[config.mk]
export PLATFORM = sky130hd
export DESIGN_NAME = sorted_store_binary_search_flat
export DESIGN_NICKNAME = d
export VERILOG_FILES = /design/src/design/ssbs_pkg.sv /design/src/design/ssbs_if.sv /design/src/design/ssbs_ram.sv /design/src/design/ssbs_front.sv /design/src/design/ssbs_back.sv /design/src/design/sorted_store_binary_search.sv /design/src/flat_wrapper.sv
export VERILOG_INCLUDE_DIRS = /design/src /design/src/design
export SDC_FILE = /design/constraint.sdc
export NUM_CORES = 2
export LEC_CHECK = 0
export BUFFER_PORTS_ARGS = -buffer_cell sky130_fd_sc_hd__buf_4
export CORE_MARGIN = 2
export CORE_UTILIZATION = 45
export CTS_BUF_LIST = sky130_fd_sc_hd__clkbuf_8 sky130_fd_sc_hd__clkbuf_16
export CTS_CLUSTER_SIZE = 30
export DETAILED_ROUTE_END_ITERATION = 12
export PLACE_DENSITY = 0.56
export SLEW_MARGIN = 0
export SYNTH_ARGS = -nofsm -noshare
export SYNTH_HDL_FRONTEND = slang
export SYNTH_MEMORY_MAX_BITS = 65536
export SYNTH_SLANG_ARGS = --single-unit
[constraint.sdc]
create_clock -name clock -period 26.2 [get_ports clock]
set_input_delay 5.24 -clock clock [delete_from_list [all_inputs] [get_ports clock]]
set_output_delay 5.24 -clock clock [all_outputs]
set_load 0.02 [all_outputs]
[src/design/sorted_store_binary_search_defines.svh]
// Assertion macros for the sorted store with binary search.
// Included by the top level; depends on nothing.
`ifndef SORTED_STORE_BINARY_SEARCH_DEFINES_SVH
`define SORTED_STORE_BINARY_SEARCH_DEFINES_SVH
`define SSBS_ASSERT_IMPL(label, clk, rst, prop) \
   label: assert property (@(posedge clk) disable iff (rst) prop) else $error("%m failed");
`define SSBS_ASSERT_NEVER(label, clk, rst, cond) \
   label: assert property (@(posedge clk) disable iff (rst) !(cond)) else $error("%m failed");
`endif

[src/design/ssbs_pkg.sv]
// Package for the sorted store with binary search: sizes, item and queue types.
// No dependencies.
package ssbs_pkg;
   localparam int CapacityDefault = 128;
   localparam int ValueWidth = 32;
   localparam int PositionWidth = 7;
   localparam int TriesWidth = 4;
   localparam int QueueDepth = 2;

   typedef enum logic {
      KIND_APPEND = 1'b0,
      KIND_SEARCH = 1'b1
   } kind_type;

   typedef struct packed {
      logic                           found;
      logic [PositionWidth-1:0]       position;
      logic [TriesWidth-1:0]          tries;
   } rsp_type;

   typedef struct packed {
      logic                           kind;
      logic signed [ValueWidth-1:0]   value;
   } req_type;

   typedef struct packed {
      logic                           is_search;
      logic signed [ValueWidth-1:0]   value;
   } cmd_type;

   typedef enum logic [2:0] {
      ST_IDLE,
      ST_S_READ,
      ST_S_CMP,
      ST_I_READ,
      ST_I_CMP,
      ST_RESP
   } state_type;
endpackage

[src/design/ssbs_if.sv]
// Valid/ready channel interfaces for requests and responses.
// Depends on ssbs_pkg.
interface ssbs_req_if;
   logic valid;
   logic ready;
   logic kind;
   logic signed [ssbs_pkg::ValueWidth-1:0] value;
   modport source (output valid, kind, value, input ready);
   modport sink (input valid, kind, value, output ready);
endinterface

interface ssbs_rsp_if;
   logic valid;
   logic ready;
   logic found;
   logic [ssbs_pkg::PositionWidth-1:0] position;
   logic [ssbs_pkg::TriesWidth-1:0] tries;
   modport source (output valid, found, position, tries, input ready);
   modport sink (input valid, found, position, tries, output ready);
endinterface

[src/design/ssbs_ram.sv]
// Generic single port RAM, registered read.
// No dependencies.
module ssbs_ram #(
   parameter int Width = 32,
   parameter int Depth = 128
) (
   input  logic                     clock,
   input  logic                     we,
   input  logic [$clog2(Depth)-1:0] addr,
   input  logic [Width-1:0]         wdata,
   output logic [Width-1:0]         rdata
);
   logic [Width-1:0] mem [Depth];
   always_ff @(posedge clock) begin
      if (we) begin
         mem[addr] <= wdata;
      end
      rdata <= mem[addr];
   end
endmodule

[src/design/ssbs_front.sv]
// Front end: accepts requests, drops zero appends, queues commands.
// Depends on ssbs_pkg.
module ssbs_front (
   input  logic               clock,
   input  logic               reset,
   ssbs_req_if.sink           req,
   output ssbs_pkg::cmd_type  cmd,
   output logic               cmd_valid,
   input  logic               cmd_pop
);
   localparam int Aw = $clog2(ssbs_pkg::QueueDepth);
   ssbs_pkg::cmd_type q_ff [ssbs_pkg::QueueDepth];
   logic [Aw-1:0] wp_ff, wp_in, rp_ff, rp_in;
   logic [Aw:0]   cnt_ff, cnt_in;
   logic acc, push;

   assign req.ready = (cnt_ff != Aw'(0) + (Aw+1)'(ssbs_pkg::QueueDepth));
   assign acc  = req.valid && req.ready;
   assign push = acc && (req.kind == ssbs_pkg::KIND_SEARCH || req.value != '0);
   assign cmd_valid = (cnt_ff != '0);
   assign cmd = q_ff[rp_ff];

   always_comb begin
      wp_in = push ? wp_ff + Aw'(1) : wp_ff;
      rp_in = cmd_pop ? rp_ff + Aw'(1) : rp_ff;
      cnt_in = cnt_ff + (Aw+1)'(push) - (Aw+1)'(cmd_pop);
   end

   always_ff @(posedge clock) begin
      if (reset) begin
         wp_ff <= '0;
         rp_ff <= '0;
         cnt_ff <= '0;
      end else begin
         wp_ff <= wp_in;
         rp_ff <= rp_in;
         cnt_ff <= cnt_in;
      end
      if (push) begin
         q_ff[wp_ff] <= '{is_search: req.kind, value: req.value};
      end
   end
endmodule

[src/design/ssbs_back.sv]
// Back end: sorted insert by shifting and binary search over the RAM.
// Depends on ssbs_pkg and ssbs_ram.
module ssbs_back #(
   parameter int Capacity = ssbs_pkg::CapacityDefault
) (
   input  logic              clock,
   input  logic              reset,
   input  ssbs_pkg::cmd_type cmd,
   input  logic              cmd_valid,
   output logic              cmd_pop,
   ssbs_rsp_if.source        rsp,
   output logic [$clog2(Capacity+1)-1:0] count
);
   localparam int Aw = $clog2(Capacity);
   localparam int Cw = $clog2(Capacity+1);
   localparam int Sw = Aw + 2;

   ssbs_pkg::state_type st_ff, st_in;
   logic [Cw-1:0] cnt_ff, cnt_in;
   logic signed [Sw-1:0] lo_ff, lo_in, hi_ff, hi_in, mid;
   logic [Cw-1:0] pos_ff, pos_in;
   logic [ssbs_pkg::TriesWidth-1:0] steps_ff, steps_in;
   logic signed [ssbs_pkg::ValueWidth-1:0] key_ff, key_in;
   ssbs_pkg::rsp_type out_ff, out_in;
   logic we;
   logic [Aw-1:0] addr;
   logic [ssbs_pkg::ValueWidth-1:0] wdata, rdata;
   logic signed [ssbs_pkg::ValueWidth-1:0] rd;
   logic signed [Sw:0] sum;

   ssbs_ram #(.Width(ssbs_pkg::ValueWidth), .Depth(Capacity)) u_ram (
      .clock(clock), .we(we), .addr(addr), .wdata(wdata), .rdata(rdata)
   );

   assign rd = $signed(rdata);
   assign sum = {lo_ff[Sw-1], lo_ff} + {hi_ff[Sw-1], hi_ff};
   assign mid = Sw'(sum >>> 1);
   assign count = cnt_ff;
   assign rsp.valid = (st_ff == ssbs_pkg::ST_RESP);
   assign rsp.found = out_ff.found;
   assign rsp.position = out_ff.position;
   assign rsp.tries = out_ff.tries;

   always_comb begin
      st_in = st_ff;
      cnt_in = cnt_ff;
      lo_in = lo_ff;
      hi_in = hi_ff;
      pos_in = pos_ff;
      steps_in = steps_ff;
      key_in = key_ff;
      out_in = out_ff;
      cmd_pop = 1'b0;
      we = 1'b0;
      addr = '0;
      wdata = key_ff;
      case (st_ff)
         ssbs_pkg::ST_IDLE: begin
            if (cmd_valid) begin
               cmd_pop = 1'b1;
               key_in = cmd.value;
               steps_in = '0;
               if (cmd.is_search) begin
                  lo_in = '0;
                  hi_in = Sw'(cnt_ff) - Sw'(1);
                  st_in = ssbs_pkg::ST_S_READ;
               end else if (cnt_ff != Cw'(Capacity)) begin
                  pos_in = cnt_ff;
                  st_in = ssbs_pkg::ST_I_READ;
               end
            end
         end
         ssbs_pkg::ST_S_READ: begin
            addr = Aw'(mid);
            if (lo_ff > hi_ff) begin
               out_in = '{found: 1'b0, position: '0, tries: steps_ff};
               st_in = ssbs_pkg::ST_RESP;
            end else begin
               st_in = ssbs_pkg::ST_S_CMP;
            end
         end
         ssbs_pkg::ST_S_CMP: begin
            if (rd == key_ff) begin
               out_in = '{found: 1'b1,
                          position: ssbs_pkg::PositionWidth'(mid),
                          tries: steps_ff};
               st_in = ssbs_pkg::ST_RESP;
            end else begin
               if (rd > key_ff) hi_in = mid - Sw'(1);
               else lo_in = mid + Sw'(1);
               steps_in = steps_ff + 1'b1;
               st_in = ssbs_pkg::ST_S_READ;
            end
         end
         ssbs_pkg::ST_I_READ: begin
            if (pos_ff == '0) begin
               we = 1'b1;
               addr = '0;
               cnt_in = cnt_ff + 1'b1;
               st_in = ssbs_pkg::ST_IDLE;
            end else begin
               addr = Aw'(pos_ff - 1'b1);
               st_in = ssbs_pkg::ST_I_CMP;
            end
         end
         ssbs_pkg::ST_I_CMP: begin
            we = 1'b1;
            addr = Aw'(pos_ff);
            if (rd > key_ff) begin
               wdata = rdata;
               pos_in = pos_ff - 1'b1;
               st_in = ssbs_pkg::ST_I_READ;
            end else begin
               cnt_in = cnt_ff + 1'b1;
               st_in = ssbs_pkg::ST_IDLE;
            end
         end
         ssbs_pkg::ST_RESP: begin
            if (rsp.ready) st_in = ssbs_pkg::ST_IDLE;
         end
         default: st_in = ssbs_pkg::ST_IDLE;
      endcase
   end

   always_ff @(posedge clock) begin
      if (reset) begin
         st_ff <= ssbs_pkg::ST_IDLE;
         cnt_ff <= '0;
      end else begin
         st_ff <= st_in;
         cnt_ff <= cnt_in;
      end
      lo_ff <= lo_in;
      hi_ff <= hi_in;
      pos_ff <= pos_in;
      steps_ff <= steps_in;
      key_ff <= key_in;
      out_ff <= out_in;
   end
endmodule

[src/design/sorted_store_binary_search.sv]
// Sorted store with binary search, top level.
// Search: binary search; rsp valid once the key is found or the range is empty.
// One transaction in the back end at a time, free again after rsp (an append: after its write).
// Append: each entry shifted up needs a read and a write (single RAM port); no rsp is sent.
// A two-entry command queue lets the front accept while the back works.
// Reset (synchronous) empties the store and queue; RAM contents are not cleared.
module sorted_store_binary_search #(
   parameter int Capacity = ssbs_pkg::CapacityDefault
) (
   input logic        clock,
   input logic        reset,
   ssbs_req_if.sink   req,
   ssbs_rsp_if.source rsp
);
`include "sorted_store_binary_search_defines.svh"
   ssbs_pkg::cmd_type cmd;
   logic cmd_valid, cmd_pop;
   logic [$clog2(Capacity+1)-1:0] count;

   ssbs_front u_front (
      .clock(clock), .reset(reset), .req(req),
      .cmd(cmd), .cmd_valid(cmd_valid), .cmd_pop(cmd_pop)
   );

   ssbs_back #(.Capacity(Capacity)) u_back (
      .clock(clock), .reset(reset), .cmd(cmd), .cmd_valid(cmd_valid),
      .cmd_pop(cmd_pop), .rsp(rsp), .count(count)
   );

   `SSBS_ASSERT_NEVER(a_count_cap, clock, reset, count > ($clog2(Capacity+1))'(Capacity))
   `SSBS_ASSERT_IMPL(a_pop_valid, clock, reset, cmd_pop |-> cmd_valid)
   `SSBS_ASSERT_IMPL(a_count_step, clock, reset, count != $past(count) |-> count == $past(count) + 1'b1)
endmodule
[src/flat_wrapper.sv]
// flat-port wrapper written by rule: the top's interface ports become plain ports
module sorted_store_binary_search_flat 
#(
   parameter int Capacity = ssbs_pkg::CapacityDefault
)
  (clock, reset, req_valid, req_kind, req_value, req_ready, rsp_valid, rsp_found, rsp_position, rsp_tries, rsp_ready);
  ssbs_req_if req_i ();
  ssbs_rsp_if rsp_i ();
  input logic clock;
  input logic reset;
  input wire logic [$bits(req_i.valid)-1:0] req_valid;
  input wire logic [$bits(req_i.kind)-1:0] req_kind;
  input wire logic [$bits(req_i.value)-1:0] req_value;
  output wire logic [$bits(req_i.ready)-1:0] req_ready;
  output wire logic [$bits(rsp_i.valid)-1:0] rsp_valid;
  output wire logic [$bits(rsp_i.found)-1:0] rsp_found;
  output wire logic [$bits(rsp_i.position)-1:0] rsp_position;
  output wire logic [$bits(rsp_i.tries)-1:0] rsp_tries;
  input wire logic [$bits(rsp_i.ready)-1:0] rsp_ready;
  assign req_i.valid = req_valid;
  assign req_i.kind = req_kind;
  assign req_i.value = req_value;
  assign req_ready = req_i.ready;
  assign rsp_valid = rsp_i.valid;
  assign rsp_found = rsp_i.found;
  assign rsp_position = rsp_i.position;
  assign rsp_tries = rsp_i.tries;
  assign rsp_i.ready = rsp_ready;
  sorted_store_binary_search #(.Capacity(Capacity)) u_core (.clock(clock), .reset(reset), .req(req_i), .rsp(rsp_i));
endmodule
After elaboration in Yosys (flattened, before gate mapping)
Memories as Yosys holds them, arrays and structs flattened. A register that Yosys moved wholly into a read port is not among the register bits.
Cells that the tools add are included.
- input port bits: 37
- RAM bits: 4162
- register bits after elaboration: 89
- output and inout port bits: 14
- memories kept: 2
- logic and storage cells: 116
- memories (memory ; depth ; bits a word ; read ports ; clocked after Yosys merged registers in ; wr ports ; RTL line ; RTL):
    u_core.u_back.u_ram.mem ; 128 ; 32 ; 1 ; 1 ; 1 ; ssbs_ram.sv:13 ; logic [Width-1:0] mem [Depth];
    u_core.u_front.q_ff ; 2 ; 33 ; 1 ; 1 ; 1 ; ssbs_front.sv:12 ; ssbs_pkg::cmd_type q_ff [ssbs_pkg::QueueDepth];
- reductions and logical operators: 19
- add/subtract/negate cells: 11
- muxes and demuxes: 47
- eq/ne operators: 22
- order comparisons: 2
- operator list (operator ; number):
    $mux W9 ; 8
    $mux W32 ; 2
    $mux W8 ; 6
    $pmux W9 S2 ; 2
    $eq A32 B32 Y1 ; 1
    $gt A32 B32 Y1 ; 1
    $pmux W8 S2 ; 2
    $reduce_bool A32 Y1 ; 1
    $mux W12 ; 2
    $pmux W12 S2 ; 1
    $ne A2 B2 Y1 const B ; 11
    $mux W3 ; 7
    $pmux W7 S3 ; 1
    $pmux W3 S6 ; 1
    $reduce_and A5 Y1 ; 3
    $reduce_and A3 Y1 ; 4
    $add A9 B9 Y10 ; 1
    $reduce_bool A2 Y1 ; 5
    $add A9 B2 Y9 const B ; 1
    $gt A9 B9 Y1 ; 1
    $mux W1 ; 9
    $sub A8 B1 Y9 const B ; 1
    $sub A9 B2 Y9 const B ; 1
    $add A8 B1 Y8 const B ; 1
    21 further kinds ; 28

Logic depth before layout (Yosys ltp)
- depth after elaboration: 5
- depth in mapped cells: 18
- gate-level depth less buffers: 14

Modules after synthesis
A second synthesis with hierarchy kept.
- cells, all modules: 9692
- area, all modules: 165656.4 µm²
- modules (own cells, without submodules) (module ; cells each ; times used ; sequential area each (µm²) ; area an instance (µm²)):
    ssbs_ram ; 8954 ; 1 ; 123638.6 ; 157257.1
    ssbs_back ; 594 ; 1 ; 2442.3 ; 5683.0
    ssbs_front ; 144 ; 1 ; 2082.0 ; 2716.4

Worst setup path before layout
Ideal clock, no wire load.
- kind: register -> register
- start point: register u_core.u_back.key_ff[1] (netlist bit)
- end point: memory u_core.u_back.u_ram.mem[0][0], data pin
- arrival time: 7.440 ns
- clock period less this slack: 8.638 ns
- setup time: 1.198 ns
- stages on the path, launching flop included: 14
- path slack: 17.562 ns
- cell sequence: edfxtp_1 -> inv_1 -> ha_1 -> nor2b_1 -> o21a_1 -> o21a_1 -> o21a_1 -> o21a_1 -> o41ai_1 -> a21oi_1 -> nand4b_1 -> clkbuf_1 -> clkbuf_1 -> o21ai_0
- cells in the longest elaborated chain, start to end: 3
- RTL lines (item ; RTL line ; RTL):
    start, declared ; ssbs_back.sv:23 ; logic signed [ssbs_pkg::ValueWidth-1:0] key_ff, key_in;
    start signal, assigned ; ssbs_back.sv:137 ; key_ff <= key_in;
    $gt A32 B32 Y1 ; ssbs_back.sv:109 ; if (rd > key_ff) begin
    $mux W32 ; ssbs_back.sv:109 ;
    $mux W32 ; ssbs_back.sv:57 ; case (st_ff)
    via u_core.u_back.u_ram.wdata[0] ; ssbs_ram.sv:10 ; input logic [Width-1:0] wdata,
    end, declared ; ssbs_ram.sv:13 ;
The timed path passes the listed nets, and every way through them passes these cells.

Worst setup path in the final report
- start point: register u_core.u_back.lo_ff[0]
- end point: register u_core.u_back.u_ram.rdata[5] (read register of u_core.u_back.u_ram.mem)
- cells in the longest elaborated chain, start to end: 2
- RTL lines (item ; RTL line ; RTL):
    start, declared ; ssbs_back.sv:20 ; logic signed [Sw-1:0] lo_ff, lo_in, hi_ff, hi_in, mid;
    start signal, assigned ; ssbs_back.sv:133 ; lo_ff <= lo_in;
    $add A9 B9 Y10 ; ssbs_back.sv:36 ; assign sum = {lo_ff[Sw-1], lo_ff} + {hi_ff[Sw-1], hi_ff};
    $pmux W7 S3 ; ssbs_back.sv:57 ;
    end, declared ; ssbs_ram.sv:11 ; output logic [Width-1:0] rdata
No other way between the ends.
A chain may end at the register's enable or synchronous reset.

==> impl_metrics.json <==
{
  "multi_input_area_um2": 37800,
  "hold_viol_final": 0,
  "drtPass1Iterations": 6,
  "critical_path_class": "reg -> reg",
  "dpl.hpwl_um": 339000,
  "clock_path_buffers": 4,
  "worstPathArrival_ns": 8.63,
  "period_needed_ns": 7.75,
  "viasPerCell": 6.44,
  "post_cts_resized": 0,
  "register_area_um2": 128000,
  "antenna_found_initial": 36,
  "ioPinCount": 51,
  "cts.sinks": 4284,
  "crit_chain": "ha_1 -> inv_1 -> fa_1 -> nor4b_1 -> a21oi_2 -> buf_4 -> nand2_4 -> buf_4 -> buf_4 -> buf_4 -> buf_4 -> nand2_1 -> a21oi_1 -> nor4_1 -> a211oi_1 -> a311oi_1 -> o32ai_1",
  "reg2reg_setup_slack_ns": 18.45,
  "status": "finished, violations left",
  "setup_viol": 0,
  "area_delta_synth_final_pct": 13.3,
  "slowest_delay_ns": 0.92,
  "portBuffers": 50,
  "fmax_mhz": 129,
  "drc_errors": 0,
  "grt.total_usage_pct": 31.0,
  "clkLatencyLatePin_ns": 1.05,
  "vias": 108000,
  "grt_max_degree": 129,
  "finalMaxSlewViolations": 8,
  "synth_edf_count": 4236,
  "syn_avg_cell_area_um2": 14.9,
  "yosysUniqueCellTypes": 103,
  "crit_fanout": 59,
  "required_ns": 27.09,
  "utilization_pct": 51.2,
  "die_h_um": 615,
  "setup_tns_ns": 0,
  "yosys-top-cells-area": "edfxtp_1, nand2_1, a21oi_1",
  "root_buffer": "clkbuf_16",
  "ys.flop_type": "edfxtp_1",
  "rsz0062_at_grt": "false",
  "ys_async_sr_fraction_pct": 0,
  "synthMostInstantiatedCell": "edfxtp_1",
  "fill_cells": 30600,
  "synth_area_um2": 168000,
  "die_width_um": 615,
  "drive_gt1_share_pct": 12.4,
  "slew_headroom_pct": -4.85,
  "first_iter_violations": 17300,
  "gp_congestion": 0.893,
  "synth_warnings": 0,
  "synthCells": 11300,
  "drt-wirelength-per-cell_um": 35.7,
  "core_um2": 372000,
  "startpoint_type": "register",
  "yosys-top-cells-count": "edfxtp_1, nand2_1, a21oi_1, nand3_1, mux2i_1",
  "numCtsBuffers": 440,
  "peakVddDrop_v": 0.000225,
  "hold_class": "reg -> reg",
  "synth_area_leader_cell": "edfxtp_1",
  "slowest_stage": "a211oi_1",
  "grt_pass1_vias": 102000,
  "tightest_slew_ns": 1.57,
  "overflow": 0,
  "rows": 224,
  "syn_nets": 11400,
  "finish.net_count": 11500,
  "skew_ns": 0.103,
  "synth.top_cell.area_share_pct": 75.7,
  "path_common_cell": "buf_4",
  "cts_tree": "yes",
  "power_leakage_nw": 63.2,
  "dieArea_um2": 378000,
  "start_util_pct": 45.2,
  "clkTransAtPathRegs_ns": 0.07,
  "cp-end-kind": "register",
  "grt_first_pass_wirelength_um": 825000,
  "ys_seq_elements": 4284,
  "yosysSeqAreaShare_pct": 76.2,
  "p_per_area_nw_per_um2": 136,
  "htreeDepth": 5,
  "maxCapViolCount": 1,
  "wl_um": 601000,
  "finalCritPeriodShare_pct": 29.6,
  "cts-hold-fix-buffers": 0,
  "drtAntennaViolNets": 0,
  "violations": "capacitance limit, slew limit",
  "post_cts.repair.setup_buffers": 0
}
[cell type report]
class                      count  share of cell area [%]
sequential                  4284                    67.3
multi-input combinational   6195                    19.9
clock buffer                 462                    5.96
tap                         4972                    3.27
timing repair buffer         445                    1.85
clock inverter               351                    1.59
inverter                      65                   0.128
antenna                       46                  0.0604
[final timing paths]
check | from | to | cells after the start
setup reg to reg | u_core.u_back.lo_ff[0] | u_core.u_back.u_ram.rdata[5] | 17
hold / removal | u_core.u_back.steps_ff[3] | u_core.u_back.rsp.tries[3] | 0
setup / recovery | u_core.u_back.lo_ff[0] | u_core.u_back.u_ram.rdata[5] | 17
hold reg to reg | u_core.u_back.steps_ff[3] | u_core.u_back.rsp.tries[3] | 0
[metal layers]
| layer | share of wire (%) | up-vias | global-route usage, % |
|---|---|---|---|
| li1 | - | 44000 | - |
| met1 | 38 | 56000 | 42.9 |
| met2 | 45 | 7121 | 46.9 |
| met3 | 12 | 1150 | 7.07 |
| met4 | 5.1 | 12 | 13.8 |
| met5 | 0.013 | - | 0 |
[layout by cell type, fill, tap and decap left out, drive strengths merged, types with 80 or more instances in the layout]
cell type,synthesis,layout
mux2,127,127
nand3,455,455
a221oi,172,172
a21oi,900,900
o21ai,296,296
nand2,2057,2057
nor2,262,262
mux2i,425,425
and3,129,129
a31oi,184,184
nor3,88,88
clkbuf,252,463
inv,64,174
clkinv,1,191
buf,486,444
edfxtp,4236,4236
a2111oi,80,80
a211oi,153,153
o22ai,113,113
[per-stage QoR]
step	cells	cell area, µm²	power, W	hold WS, ns	setup WS, ns
global route	16800	190000	0.0264	0.488	18.30
floorplan	11300	168000	0.0142	0.448	17.56
CTS	16800	190000	0.0256	0.482	18.59
finish	16800	190000	0.0259	0.481	18.45
global placement	16000	176000	0.0192	0.466	17.61
detailed placement	16000	176000	0.0194	0.466	17.87
[cell families after synthesis]
| family | count (synthesis) | synth area share, % |
|---|---|---|
| simple gates | 3153 | 7.98 |
| flops | 4284 | 76.2 |
| mux | 587 | 3.85 |
| buf+inv | 803 | 2.19 |
| compound gates | 2357 | 9.08 |
| xor+xnor | 37 | 0.193 |
| fa+ha+maj | 61 | 0.459 |
[state kept, by name, summed over array words and instances (netlist names), 8 cells and up, named ones only]
register	count
u_core.u_back.pos_ff	8
u_core.u_front.q_ff	66
u_core.u_back.lo_ff	9
u_core.u_back.count	8
u_core.u_back.key_ff	32
u_core.u_back.u_ram.rdata	32
u_core.u_back.u_ram.mem	4096
u_core.u_back.hi_ff	9
[critical path, delay by kind of cell, from the launching register on]
| family | cells | cell delay [ns] |
|---|---|---|
| buffers and inverters | 6 | 3.32 |
| and+or+nand+nor | 4 | 1.12 |
| AOI/OAI and AO/OA | 5 | 1.86 |
| DFF | 1 | 0.39 |
| adders and majority gates | 2 | 0.77 |
[power breakdown]
group,total (W),internal (W),switching (W)
clock,0.00627,0.00357,0.00270
combinational,0.0108,0.00242,0.00841
sequential,0.00879,0.00864,0.000150
total,0.0259,0.0146,0.0113
(Power assumes the default switching activity.)
